## config.mk

```make
export PLATFORM = sky130hd
export DESIGN_NAME = ctn_div
export DESIGN_NICKNAME = d
export VERILOG_FILES = /design/src/ctn_pkg.sv /design/src/ctn_div.sv
export SDC_FILE = /design/constraint.sdc
export NUM_CORES = 1
export LEC_CHECK = 0
export CORE_ASPECT_RATIO = 1.5
export CORE_UTILIZATION = 38
export CTS_CLUSTER_SIZE = 16
export DETAILED_ROUTE_END_ITERATION = 12
export DONT_BUFFER_PORTS = 1
export PLACE_DENSITY = 0.55
export SYNTH_ARGS = -nofsm -noshare
export SYNTH_HDL_FRONTEND = slang
export SYNTH_SLANG_ARGS = --single-unit
```

## constraint.sdc

```tcl
create_clock -name clk -period 3 [get_ports clk]
set_input_delay 0.3 -clock clk [delete_from_list [all_inputs] [get_ports clk]]
set_output_delay 0.3 -clock clk [all_outputs]
set_load 0.005 [all_outputs]
```

## src/ctn_pkg.sv

```systemverilog
// ----------------------------------------------------------------------------
// ctn_pkg
// Shared types and constants for the cell-to-node weighted average block.
// ----------------------------------------------------------------------------
package ctn_pkg;

    localparam logic [1:0] CMD_CLEAR  = 2'd0;
    localparam logic [1:0] CMD_ADD    = 2'd1;
    localparam logic [1:0] CMD_READ   = 2'd2;
    localparam logic [1:0] CMD_UNUSED = 2'd3;

    localparam int SUM_W = 64;
    localparam int WGT_W = 48;

    typedef struct packed {
        logic [1:0]  command;
        logic [9:0]  corner_node_0;
        logic [9:0]  corner_node_1;
        logic [9:0]  corner_node_2;
        logic [9:0]  corner_node_3;
        logic [31:0] cell_volume;
        logic signed [31:0] cell_value;
        logic        skip_cell;
        logic [9:0]  query_node;
    } cmd_t;

    typedef struct packed {
        logic signed [31:0] node_average;
        logic        has_weight;
    } res_t;

    typedef struct packed {
        logic        start;
        logic [63:0] dividend;
        logic [47:0] divisor;
    } div_req_t;

endpackage

```

## src/ctn_div.sv

```systemverilog
// ----------------------------------------------------------------------------
// ctn_div
// Restoring unsigned divider, one quotient bit per cycle.
// ----------------------------------------------------------------------------
module ctn_div
(
    input  logic                 clk,
    input  logic                 rst_n,
    input  ctn_pkg::div_req_t    req,
    output logic                 done,
    output logic [63:0]          quotient
);

    logic [63:0] q_reg, q_next;
    logic [48:0] r_reg, r_next;
    logic [47:0] d_reg, d_next;
    logic [6:0]  cnt_reg, cnt_next;
    logic        busy_reg, busy_next;
    logic        done_reg, done_next;
    logic [48:0] trial;
    logic [48:0] sub;

    always_comb
    begin
        q_next    = q_reg;
        r_next    = r_reg;
        d_next    = d_reg;
        cnt_next  = cnt_reg;
        busy_next = busy_reg;
        done_next = 1'b0;
        trial     = {r_reg[47:0], q_reg[63]};
        sub       = trial - {1'b0, d_reg};
        if (req.start)
        begin
            q_next    = req.dividend;
            r_next    = '0;
            d_next    = req.divisor;
            cnt_next  = 7'd0;
            busy_next = 1'b1;
        end
        else if (busy_reg)
        begin
            if (!sub[48])
            begin
                r_next = sub;
                q_next = {q_reg[62:0], 1'b1};
            end
            else
            begin
                r_next = trial;
                q_next = {q_reg[62:0], 1'b0};
            end
            cnt_next = cnt_reg + 7'd1;
            if (cnt_reg == 7'd63)
            begin
                busy_next = 1'b0;
                done_next = 1'b1;
            end
        end
    end

    always_ff @(posedge clk or negedge rst_n)
    begin
        if (!rst_n)
        begin
            busy_reg <= 1'b0;
            done_reg <= 1'b0;
            cnt_reg  <= '0;
        end
        else
        begin
            busy_reg <= busy_next;
            done_reg <= done_next;
            cnt_reg  <= cnt_next;
        end
    end

    always_ff @(posedge clk)
    begin
        q_reg <= q_next;
        r_reg <= r_next;
        d_reg <= d_next;
    end

    assign done     = done_reg;
    assign quotient = q_reg;

endmodule

```

==> implementation parameters, run 1 <==
Parameter                              Value

Clock tree
  H-tree depth ... 4
  CTS Buf Count ... 17
  Insertion delay to the later sink of the worst-skew pair ... 0.45 ns
  CTS Root Cell ... clkbuf_16
  Total clock sinks ... 169
  Number of buffers between clock root and the deepest sink ... 2
  Clock transition time at the flip-flop clock pins of the worst setup and hold paths ... 0.07 ns
  TritonCTS clock tree ... yes

GRT
  Number of global-route vias before repair ... 7668
  Met3 GRT Util ... 4.41%
  Met1 Track Usage GR ... 21.4%
  Initial antenna violation count ... 0
  Pin count of the biggest net entering global routing ... 83
  First-pass GRT wire length ... 40500 µm
  Total overflow reported by the global router ... 0
  Global routing met2 resource utilization ... 37.1%
  Grt peak-use layer ... met2
  Overall track demand over capacity in global routing ... 20.2%

Timing
  Minimum period implied by the final worst setup slack ... 3.02 ns
  Final worst-path cycle share ... 101%
  Transition time at the pin with the least slew margin ... 0.799 ns
  Max-slew violations ... 0
  Endpoints failing hold ... 0
  Setup-violating endpoint count in the final report ... 11
  Setup TNS ... -0.112 ns
  Maximum clock skew at final layout ... 0.0166 ns
  Min setup slack post-route ... -0.0221 ns
  Final hold slack ... 0.0562 ns
  Highest clock rate ... 331 MHz
  Unrepaired setup endpoints after global routing ... true
  Worst rel slew slack ... 46.8%

Setup path
  Worst flop-to-flop path startpoint ... quotient[63]$_DFFE_PP_
  Element type at the critical path end ... flip-flop
  Type of origin of the critical path ... flip-flop
  CP Max Fanout ... 10
  Critical path class ... flip-flop to flip-flop
  Arrival time at the worst endpoint ... 3.38 ns
  WP data required ... 3.36 ns
  Beginning of the critical path ... quotient[63]$_DFFE_PP_

Final layout
  Signed area change from the synthesized netlist to the final layout ... 22.8%
  Final antenna diode count ... 0
  Seq. cell area ... 0.00455 mm²
  # nets final ... 1217
  Number of fill cells ... 2391
  Layout cell share with drive strength beyond 1 ... 22.2%
  Flip-flop count of the largest register, all copies and words added ... 64
  Total area of multi-input combinational cells ... 0.00498 mm²
  Filler-free cell count of the finished design ... 1393

Routing
  Count of antenna-violating nets left after detailed routing ... 0
  DRC violations left ... 0
  First-pass iteration count of the detailed router ... 5
  Via density per instance ... 5.50
  Vias after detailed routing ... 7657
  Total routed wirelength ... 27000 µm
  Wire length per cell after detailed routing ... 19.3 µm
  Initial DRC Count ... 373

Placement
  Half-perimeter wire length of the detailed placement result ... 18400 µm
  Count of input and output buffers ... 0
  Placed Cells incl. Taps ... 1298
  Weighted congestion at the end of routability-driven global placement ... 0.892
  Minimum setup slack after placement ... -0.214 ns

Power and ir drop
  Ratio of total power to cell area ... 456 mW/mm²
  Leakage ... 0.00477 µW
  Power after layout ... 5490 µW
  Worst IR drop on VDD ... 0.466 mV

Logic synthesis
  Number of synthesized register bits ... 169
  Yosys warnings ... 0
  Gate count after technology mapping ... 951
  Fraction of registers with async set or reset after synthesis ... 5.33%
  Most common flop cell mapped by yosys ... edfxtp_1
  Syn_nets ... 1116
  Yosys cell types ... 71
  Syn Std Cell Area ... 0.00979 mm²
  Number of enable flip-flop cells after synthesis ... 112
  Average instance area after synthesis ... 10.3 µm²
  Proportion of synthesized chip area in sequential cells ... 46.5%

Worst hold path
  Worst min-delay path category ... input pin to flip-flop
  Critical hold path startpoint ... req[112]

Floorplanning
  Core Region ... 0.0252 mm²
  Die boundary height ... 199 µm
  Full die area ... 0.0264 mm²
  Horizontal die dimension ... 133 µm
  Placement Rows ... 71
  IO Pins ... 180
  Initial Utilization ... 38.8%

Run status
  Result of the run ... complete, but fails checks
  Violated checks ... negative setup slack

Job
  Number of max-cap violations ... 0
[cells by family after synthesis]
family,count (synthesis),share of synthesized area [%]
compound gates,255,17.5
xor+xnor,40,3.58
fa+ha+maj,50,6.47
buf+inv,117,5.14
flops,169,46.5
mux,84,9.39
simple gates,236,11.5
[power by group]
part           internal (µW)  leakage [µW]  switching (µW)
Clock                   1100      0.000272            1050
Sequential              2650       0.00165            98.2
Combinational            294       0.00284             293
[placed cells by master (no fill, tap or decap), types with 14 or more instances in the layout]
cell,netlist,final
xnor2_1,22,22
nor2_1,64,63
ha_1,49,47
mux2i_1,21,19
inv_1,64,62
nand3_1,19,18
clkbuf_16,0,20
buf_4,2,70
dlygate4sd3_1,0,54
edfxtp_1,112,112
a211oi_1,20,19
mux2_2,63,63
nand2_1,77,77
a21o_1,17,17
a21oi_1,73,68
xor2_1,18,18
dfxtp_1,48,48
o21ai_1,2,14
o21ai_0,59,43
[final timing paths]
kind / endpoint / slack (ns) / cells after the start
min reg2reg: r_reg[2]$_SDFFE_PP0P_ / 0.47 / 2
min in group asynchronous: done$_DFF_PN0_ / 0.22 / 1
max: r_reg[31]$_SDFFE_PP0P_ / -0.02 / 15
min: d_reg[42]$_DFFE_PP_ / 0.06 / 0
max in group asynchronous: busy_reg$_DFF_PN0_ / 2.46 / 1
max reg2reg: r_reg[31]$_SDFFE_PP0P_ / -0.02 / 15
[synthesized netlist by cell type (5+ instances only)]
master      n  area [µm²]
dfxtp_1    48         961
mux2_2     63         709
a32oi_1    10        87.6
or3_1       5        31.3
nand3_1    19        95.1
and3_1      6        37.5
edfxtp_1  112        3360
clkbuf_1   37         139
a211oi_1   20         150
a21oi_1    73         365
o21bai_1   10        75.1
o21ai_0    59         295
buf_1       5        18.8
nor2_1     64         240
mux2i_1    21         210
nand4_1    12        75.1
nor3_1     13        65.1
dfrtp_1     9         225
a311oi_2   10         150
xor2_1     18         158
nor2b_1     9        56.3
ha_1       49         613
a31oi_1     6        37.5
nor4_1      7        43.8
nand2_1    77         289
xnor2_1    22         193
inv_1      64         240
a21o_1     17         128
o211ai_1    7        52.6
[final cells by class]
type | count | area share, %
Clock buffer | 18 | 3.57
Clock inverter | 14 | 1.13
Inverter | 64 | 2.00
Multi-Input combinational cell | 665 | 41.4
Sequential cell | 169 | 37.8
Tap cell | 328 | 3.41
Timing Repair Buffer | 135 | 10.7
[critical path, stage by stage, from the launching register on]
cell	delay, ns
edfxtp_1	0.34
inv_1	0.05
ha_2	0.18
inv_2	0.05
fa_2	0.19
a21o_1	0.17
a221oi_4	0.09
or3_4	0.34
a2111o_1	0.42
nand3_1	0.12
nand3_2	0.11
buf_6	0.16
nor2_8	0.18
clkbuf_16	0.20
nand2_1	0.07
a311oi_2	0.26
[through the flow]
step	area (µm²)	util [%]
2_1_floorplan	9810	-
3_3_place_gp	10500	41.7
3_5_place_dp	10500	41.7
4_1_cts	11700	46.5
5_1_grt	12000	47.7
6_report	12000	47.7
[routing by layer]
metal  share of wire, %  up-vias
li1                   -     3719
met1                 39     3637
met2                 52      242
met3                4.8       59
met4                4.5        0
met5                  0        -
[what timing repair did]
action / in CTS / in global routing
cloned: 0 / 3
hold buffers: 55 / 0
pin swaps: 3 / 25
setup buffers: 1 / 5
endpoints found under the hold margin: 115 / 0
endpoints found under the setup margin: 49 / 49
resized for setup: 17 / 48
Power figures use the tool's default switching activity.
==> inputs of run 2 (changes only) <==
--- a/config.mk
+++ b/config.mk
@@ -7,6 +7,7 @@
 export LEC_CHECK = 0
 export CORE_ASPECT_RATIO = 1.5
 export CORE_UTILIZATION = 38
+export CTS_BUF_LIST = sky130_fd_sc_hd__clkbuf_4 sky130_fd_sc_hd__clkbuf_8 sky130_fd_sc_hd__clkbuf_16
 export CTS_CLUSTER_SIZE = 16
 export DETAILED_ROUTE_END_ITERATION = 12
 export DONT_BUFFER_PORTS = 1
==> run 2 against run 1 <==
  * Critical endpoint unchanged
  * Worst hold slack barely moved
  * Sequential power about the same
  * Largest cell class unchanged
  * The flow still finishes with violations (negative setup slack)
  * Wire length did not move
  * Setup slack better by 0.00051 ns
  * Sequential cell count did not move
  * Global-route usage did not move
  * Largest power group unchanged
  * Sequential share of layout area is essentially flat
  * Combinational power about the same
  * Non-clock buffer count unchanged
==> implementation parameters, run 2 (synthesized netlist as in run 1, its figures left out) <==
Parameter                              Value

Final layout
  Most frequent cells in the layout ... 112 x edfxtp_1, 77 x nand2_1, 70 x buf_4
  Final antenna diode count ... 0
  Design area ... 0.0120 mm²
  Commonest non-fill, non-tap cell in the layout ... edfxtp_1
  Number of fill cells ... 2390
  # nets final ... 1217
  Finished Core Util ... 47.7%
  Layout cell share with drive strength beyond 1 ... 22.3%
  Filler-free cell count of the finished design ... 1393
  Flip-flop count of the largest register, all copies and words added ... 64
  Signed area change from the synthesized netlist to the final layout ... 22.9%

Setup path
  Depth of the most critical reg-to-reg path ... 15
  Type of origin of the critical path ... flip-flop
  Critical path class ... flip-flop to flip-flop
  Arrival time at the worst endpoint ... 3.38 ns
  WP data required ... 3.36 ns
  R2R Path End ... r_reg[31]$_SDFFE_PP0P_
  Worst flop-to-flop path startpoint ... quotient[63]$_DFFE_PP_
  CP Max Fanout ... 10
  Element type at the critical path end ... flip-flop
  Worst reg-to-reg setup slack ... -0.02 ns

Routing
  Total routed wirelength ... 27000 µm
  Via density per instance ... 5.49
  First-pass iteration count of the detailed router ... 5
  Vias after detailed routing ... 7649
  Wire length per cell after detailed routing ... 19.3 µm
  Initial DRC Count ... 373
  DRC violations left ... 0
  Count of antenna-violating nets left after detailed routing ... 0

GRT
  Initial antenna violation count ... 0
  Total overflow reported by the global router ... 0
  Number of global-route vias before repair ... 7668
  First-pass GRT wire length ... 40500 µm
  Overall track demand over capacity in global routing ... 20.2%
  Pin count of the biggest net entering global routing ... 83

Floorplanning
  Initial Utilization ... 38.8%
  Core Region ... 0.0252 mm²
  Horizontal die dimension ... 133 µm
  IO Pins ... 180
  Placement Rows ... 71
  Full die area ... 0.0264 mm²
  Die boundary height ... 199 µm

Clock tree
  Total clock sinks ... 169
  Clock transition time at the flip-flop clock pins of the worst setup and hold paths ... 0.07 ns
  CTS Buf Count ... 17
  TritonCTS clock tree ... yes
  Insertion delay to the later sink of the worst-skew pair ... 0.45 ns
  Number of buffers between clock root and the deepest sink ... 2
  H-tree depth ... 4
  CTS Root Cell ... clkbuf_16

Placement
  Post-Place Cell Area ... 0.0105 mm²
  Weighted congestion at the end of routability-driven global placement ... 0.892
  Half-perimeter wire length of the detailed placement result ... 18400 µm
  Placed Cells incl. Taps ... 1298
  Minimum setup slack after placement ... -0.214 ns
  Count of input and output buffers ... 0

Job
  Number of max-cap violations ... 0

Power and ir drop
  Sequential share of power ... 50.1%
  Switching power share of the total ... 26.2%
  Leakage ... 0.00477 µW
  Combinational power share ... 10.7%
  Power Internal ... 4060 µW
  Net switching power of the design ... 1440 µW
  Proportion of power drawn by the clock network ... 39.2%
  Worst IR drop on VDD ... 0.466 mV
  Ratio of total power to cell area ... 457 mW/mm²

Timing
  Setup-violating endpoint count in the final report ... 11
  Max-slew violations ... 0
  Min setup slack post-route ... -0.0216 ns
  Minimum period implied by the final worst setup slack ... 3.02 ns
  Highest clock rate ... 331 MHz
  Setup TNS ... -0.106 ns
  Endpoints failing hold ... 0
  Maximum clock skew at final layout ... 0.0166 ns
  Worst rel slew slack ... 46.8%
  Transition time at the pin with the least slew margin ... 0.798 ns
  Unrepaired setup endpoints after global routing ... true
  Final worst-path cycle share ... 101%

Worst hold path
  Worst min-delay path category ... input pin to flip-flop
  Critical hold path startpoint ... req[112]
  Worst min-delay path endpoint ... d_reg[42]$_DFFE_PP_
  Worst hold path stage count ... 0

Run status
  Violated checks ... negative setup slack
  Result of the run ... complete, but fails checks
==> run 2: cell counts in the layout (fill, tap and decap cells not counted) <==
Identical to the previous run, type by type.
==> run 2: layout make-up <==
| type | count | area, µm² | share of cell area, % |
|---|---|---|---|
| timing repair buffer | 135 | 1280 | 10.7 |
| tap | 328 | 410 | 3.41 |
| clock buffer | 18 | 433 | 3.60 |
| multi-input combinational | 665 | 4980 | 41.4 |
| clock inverter | 14 | 136 | 1.13 |
| sequential | 169 | 4550 | 37.8 |
| inverter | 64 | 240 | 2.00 |
==> run 2: metal layers <==
metal	vias up	part of all wire (%)	global-route usage [%]
li1	3719	-	-
met1	3637	39	21.4
met2	238	52	37.1
met3	55	4.7	4.41
met4	0	4.3	11.1
met5	-	0	0
==> run 2: through the flow <==
stage	power, µW	hold slack (ns)
2_1_floorplan	3130	0.00441
3_3_place_gp	3280	0.00463
3_5_place_dp	3280	0.00462
4_1_cts	5550	0.000251
5_1_grt	5710	0.0174
6_report	5500	0.0563
==> run 2: how the worst max path moves through the flow <==
stage / startpoint / end / slack (ns) / cells after the start
2_1_floorplan: quotient[63]$_DFFE_PP_ / r_reg[41]$_SDFFE_PP0P_ / -0.04 / 16
3_3_place_gp: quotient[63]$_DFFE_PP_ / r_reg[46]$_SDFFE_PP0P_ / -0.15 / 13
3_5_place_dp: quotient[63]$_DFFE_PP_ / r_reg[46]$_SDFFE_PP0P_ / -0.21 / 13
4_1_cts: quotient[63]$_DFFE_PP_ / r_reg[16]$_SDFFE_PP0P_ / -0.02 / 15
5_1_grt: quotient[63]$_DFFE_PP_ / r_reg[18]$_SDFFE_PP0P_ / -0.17 / 15
6_report: quotient[63]$_DFFE_PP_ / r_reg[31]$_SDFFE_PP0P_ / -0.02 / 15
==> run 2: critical path, stage by stage, from the launching register on <==
cell	delay (ns)
edfxtp_1	0.34
inv_1	0.05
ha_2	0.18
inv_2	0.05
fa_2	0.19
a21o_1	0.17
a221oi_4	0.09
or3_4	0.34
a2111o_1	0.42
nand3_1	0.12
nand3_2	0.11
buf_6	0.16
nor2_8	0.18
clkbuf_16	0.20
nand2_1	0.07
a311oi_2	0.26
==> run 2: power groups by stage <==
| stage | Combinational [µW] | Clock [µW] | Sequential (µW) |
|---|---|---|---|
| 3_5_place_dp | 479 | 0 | 2800 |
| 6_report | 587 | 2160 | 2750 |
| 2_1_floorplan | 366 | 0 | 2770 |
| 5_1_grt | 643 | 2300 | 2770 |
| 3_3_place_gp | 476 | 0 | 2810 |
| 4_1_cts | 577 | 2220 | 2760 |
==> run 2: what timing repair did <==
item	CTS	global route
hold endpoints to repair	115	0
setup endpoints to repair	49	49
buffers inserted	1	5
pin swaps	3	25
hold buffers	55	0
gates resized for setup	17	48
gates cloned	0	3
==> inputs of run 3 (changes only) <==
--- a/config.mk
+++ b/config.mk
@@ -7,11 +7,12 @@
 export LEC_CHECK = 0
 export CORE_ASPECT_RATIO = 1.5
 export CORE_UTILIZATION = 38
-export CTS_BUF_LIST = sky130_fd_sc_hd__clkbuf_4 sky130_fd_sc_hd__clkbuf_8 sky130_fd_sc_hd__clkbuf_16
+export CTS_BUF_LIST = sky130_fd_sc_hd__clkbuf_2
 export CTS_CLUSTER_SIZE = 16
 export DETAILED_ROUTE_END_ITERATION = 12
 export DONT_BUFFER_PORTS = 1
 export PLACE_DENSITY = 0.55
+export SKIP_LAST_GASP = 1
 export SYNTH_ARGS = -nofsm -noshare
 export SYNTH_HDL_FRONTEND = slang
 export SYNTH_SLANG_ARGS = --single-unit
==> run 3 against run 2 <==
  * The flow finishes with violations (negative hold slack, negative setup slack)
  * Sequential power about the same
  * Largest power group unchanged
  * First-iteration DRC count decreased by 14%
  * Global-route usage increased by 1.1 points
  * Worst hold slack got worse by 0.51 ns
  * Highest routed layer unchanged
  * Sequential share of layout area decreased by 2.9 points
  * Largest cell class unchanged
  * Clock skew increased by 0.044 ns
  * Combinational power increased by 31%
  * Count of clock-buffer cells in the layout unchanged
  * Core utilization increased by 4.0 points
  * Via count increased by 6.9%
  * Register-to-register slack got worse by 0.08 ns
  * Final cell count increased by 10%
==> implementation parameters, run 3 (synthesized netlist as in run 1, its figures left out) <==
Parameter                              Value

Run status
  Result of the run ... complete, but fails checks
  Violated checks ... negative hold slack, negative setup slack

Timing
  Maximum clock skew at final layout ... 0.0601 ns
  Final hold slack ... -0.456 ns
  Setup TNS ... -1.29 ns
  Max-slew violations ... 0
  Transition time at the pin with the least slew margin ... 0.812 ns
  Final worst-path cycle share ... 103%
  Endpoints failing hold ... 78
  Setup-violating endpoint count in the final report ... 29
  Unrepaired setup endpoints after global routing ... true
  Minimum period implied by the final worst setup slack ... 3.10 ns
  Highest clock rate ... 323 MHz
  Worst rel slew slack ... 45.9%
  Min setup slack post-route ... -0.0976 ns

Floorplanning
  Placement Rows ... 71
  Full die area ... 0.0264 mm²
  Die boundary height ... 199 µm
  Core Region ... 0.0252 mm²
  Horizontal die dimension ... 133 µm
  Initial Utilization ... 38.8%
  IO Pins ... 180

Clock tree
  CTS Buf Count ... 17
  CTS Hold Bufs ... 192
  Insertion delay to the later sink of the worst-skew pair ... 0.82 ns
  H-tree depth ... 4
  CTS Root Cell ... clkbuf_2
  Total clock sinks ... 169
  Clock transition time at the flip-flop clock pins of the worst setup and hold paths ... 0.29 ns
  TritonCTS clock tree ... yes
  Number of buffers between clock root and the deepest sink ... 2

Placement
  Minimum setup slack after placement ... -0.214 ns
  Half-perimeter wire length of the detailed placement result ... 18400 µm
  Weighted congestion at the end of routability-driven global placement ... 0.892
  Placed Cells incl. Taps ... 1298
  Count of input and output buffers ... 0

Setup path
  Critical path class ... flip-flop to flip-flop
  CP Max Fanout ... 5
  Arrival time at the worst endpoint ... 3.84 ns
  Element type at the critical path end ... flip-flop
  Cell chain of the critical path ... inv_1, ha_2, inv_2, fa_2, a21o_1, a221oi_4, or3_4, a2111o_1, and2_4, a21oi_4, buf_6, nor2_8, buf_4, buf_8, mux2i_1, a211oi_1
  WP data required ... 3.74 ns
  Max incr delay on CP ... 0.42 ns
  Type of origin of the critical path ... flip-flop
  Beginning of the critical path ... quotient[63]$_DFFE_PP_
  Cell with the largest stage delay on the worst path ... a2111o_1
  Worst flop-to-flop path startpoint ... quotient[63]$_DFFE_PP_

Final layout
  Flip-flop count of the largest register, all copies and words added ... 64
  Commonest non-fill, non-tap cell in the layout ... dlygate4sd3_1
  # nets final ... 1357
  Most frequent cells in the layout ... 192 x dlygate4sd3_1, 112 x edfxtp_1, 76 x nand2_1
  Layout cell share with drive strength beyond 1 ... 19.5%
  Signed area change from the synthesized netlist to the final layout ... 33.1%
  Filler-free cell count of the finished design ... 1535

Routing
  Wire length per cell after detailed routing ... 18.2 µm
  Initial DRC Count ... 319
  Total routed wirelength ... 27900 µm
  Count of antenna-violating nets left after detailed routing ... 0
  DRC violations left ... 0
  Vias after detailed routing ... 8173
  Via density per instance ... 5.32
  First-pass iteration count of the detailed router ... 5

Power and ir drop
  Proportion of power drawn by the clock network ... 25.5%
  Power after layout ... 4740 µW
  Combinational power share ... 16.2%
  Power Internal ... 3380 µW
  Net switching power of the design ... 1360 µW
  Ratio of total power to cell area ... 363 mW/mm²
  Leakage ... 0.00523 µW
  Switching power share of the total ... 28.7%
  Worst IR drop on VDD ... 0.275 mV
  Sequential share of power ... 58.3%

GRT
  Pin count of the biggest net entering global routing ... 154
  Initial antenna violation count ... 2
  Total overflow reported by the global router ... 0
  First-pass GRT wire length ... 43400 µm
  Number of global-route vias before repair ... 8410
  Overall track demand over capacity in global routing ... 21.4%

Job
  Number of max-cap violations ... 0

Worst hold path
  Critical hold path startpoint ... req[112]
  Worst min-delay path category ... input pin to flip-flop
==> run 3: cell type report <==
class	count	area (µm²)
clock buffers	18	90.1
diodes	2	5.00
well taps	328	410
inverters	64	240
fillers	2287	12200
repair buffers	275	2670
flip-flops and latches	169	4550
clock inverters	14	136
multi-input cells	665	4930
==> run 3: per-layer routing <==
| metal | GRT usage, % | vias to the layer above | routed length, µm |
|---|---|---|---|
| li1 | - | 3998 | - |
| met1 | 21.7 | 3882 | 10700 |
| met2 | 39.9 | 230 | 14700 |
| met3 | 5.07 | 63 | 1380 |
| met4 | 11.7 | 0 | 1180 |
| met5 | 0 | - | 0 |
==> run 3: path summary, 6_finish.rpt <==
| path | endpoint | slack (ns) | cells after the start |
|---|---|---|---|
| min in group asynchronous | cnt_reg[5]$_DFFE_PN0P_ | 0.37 | 2 |
| worst max-delay path | r_reg[36]$_SDFFE_PP0P_ | -0.1 | 16 |
| max in group asynchronous | busy_reg$_DFF_PN0_ | 2.31 | 2 |
| worst max register to register | r_reg[36]$_SDFFE_PP0P_ | -0.1 | 16 |
| worst min-delay path | r_reg[28]$_SDFFE_PP0P_ | -0.46 | 1 |
| worst min register to register | r_reg[27]$_SDFFE_PP0P_ | 0.49 | 2 |
==> run 3: per-stage QoR <==
step | utilization, % | instance area, µm²
after global placement | 41.7 | 10500
final | 51.7 | 13000
after CTS | 51.1 | 12900
after floorplan | - | 9810
after detailed placement | 41.7 | 10500
after global routing | 51.7 | 13000
==> run 3: worst max-delay path, delay by kind of cell, from the launching register on <==
kind | cells | cell delay [ns]
multiplexers | 1 | 0.11
flip-flops | 1 | 0.41
buffers and inverters | 5 | 0.50
AO/OA/AOI/OAI | 5 | 1.04
adder cells (fa/ha/maj) | 2 | 0.37
AND/OR/NAND/NOR | 3 | 0.58
==> run 3: repair_timing <==
action,CTS,global route
endpoints found under the setup margin,49,49
gates cloned,2,1
endpoints found under the hold margin,226,78
resized for setup,32,37
buffers inserted,6,4
pin swaps,8,12
==> run 3: power by group through the flow <==
stage | clock [µW] | combinational [µW] | sequential [µW]
floorplan | 0 | 366 | 2770
global placement | 0 | 476 | 2810
detailed placement | 0 | 479 | 2800
CTS | 1270 | 741 | 2760
global route | 1330 | 833 | 2780
finish | 1210 | 769 | 2760
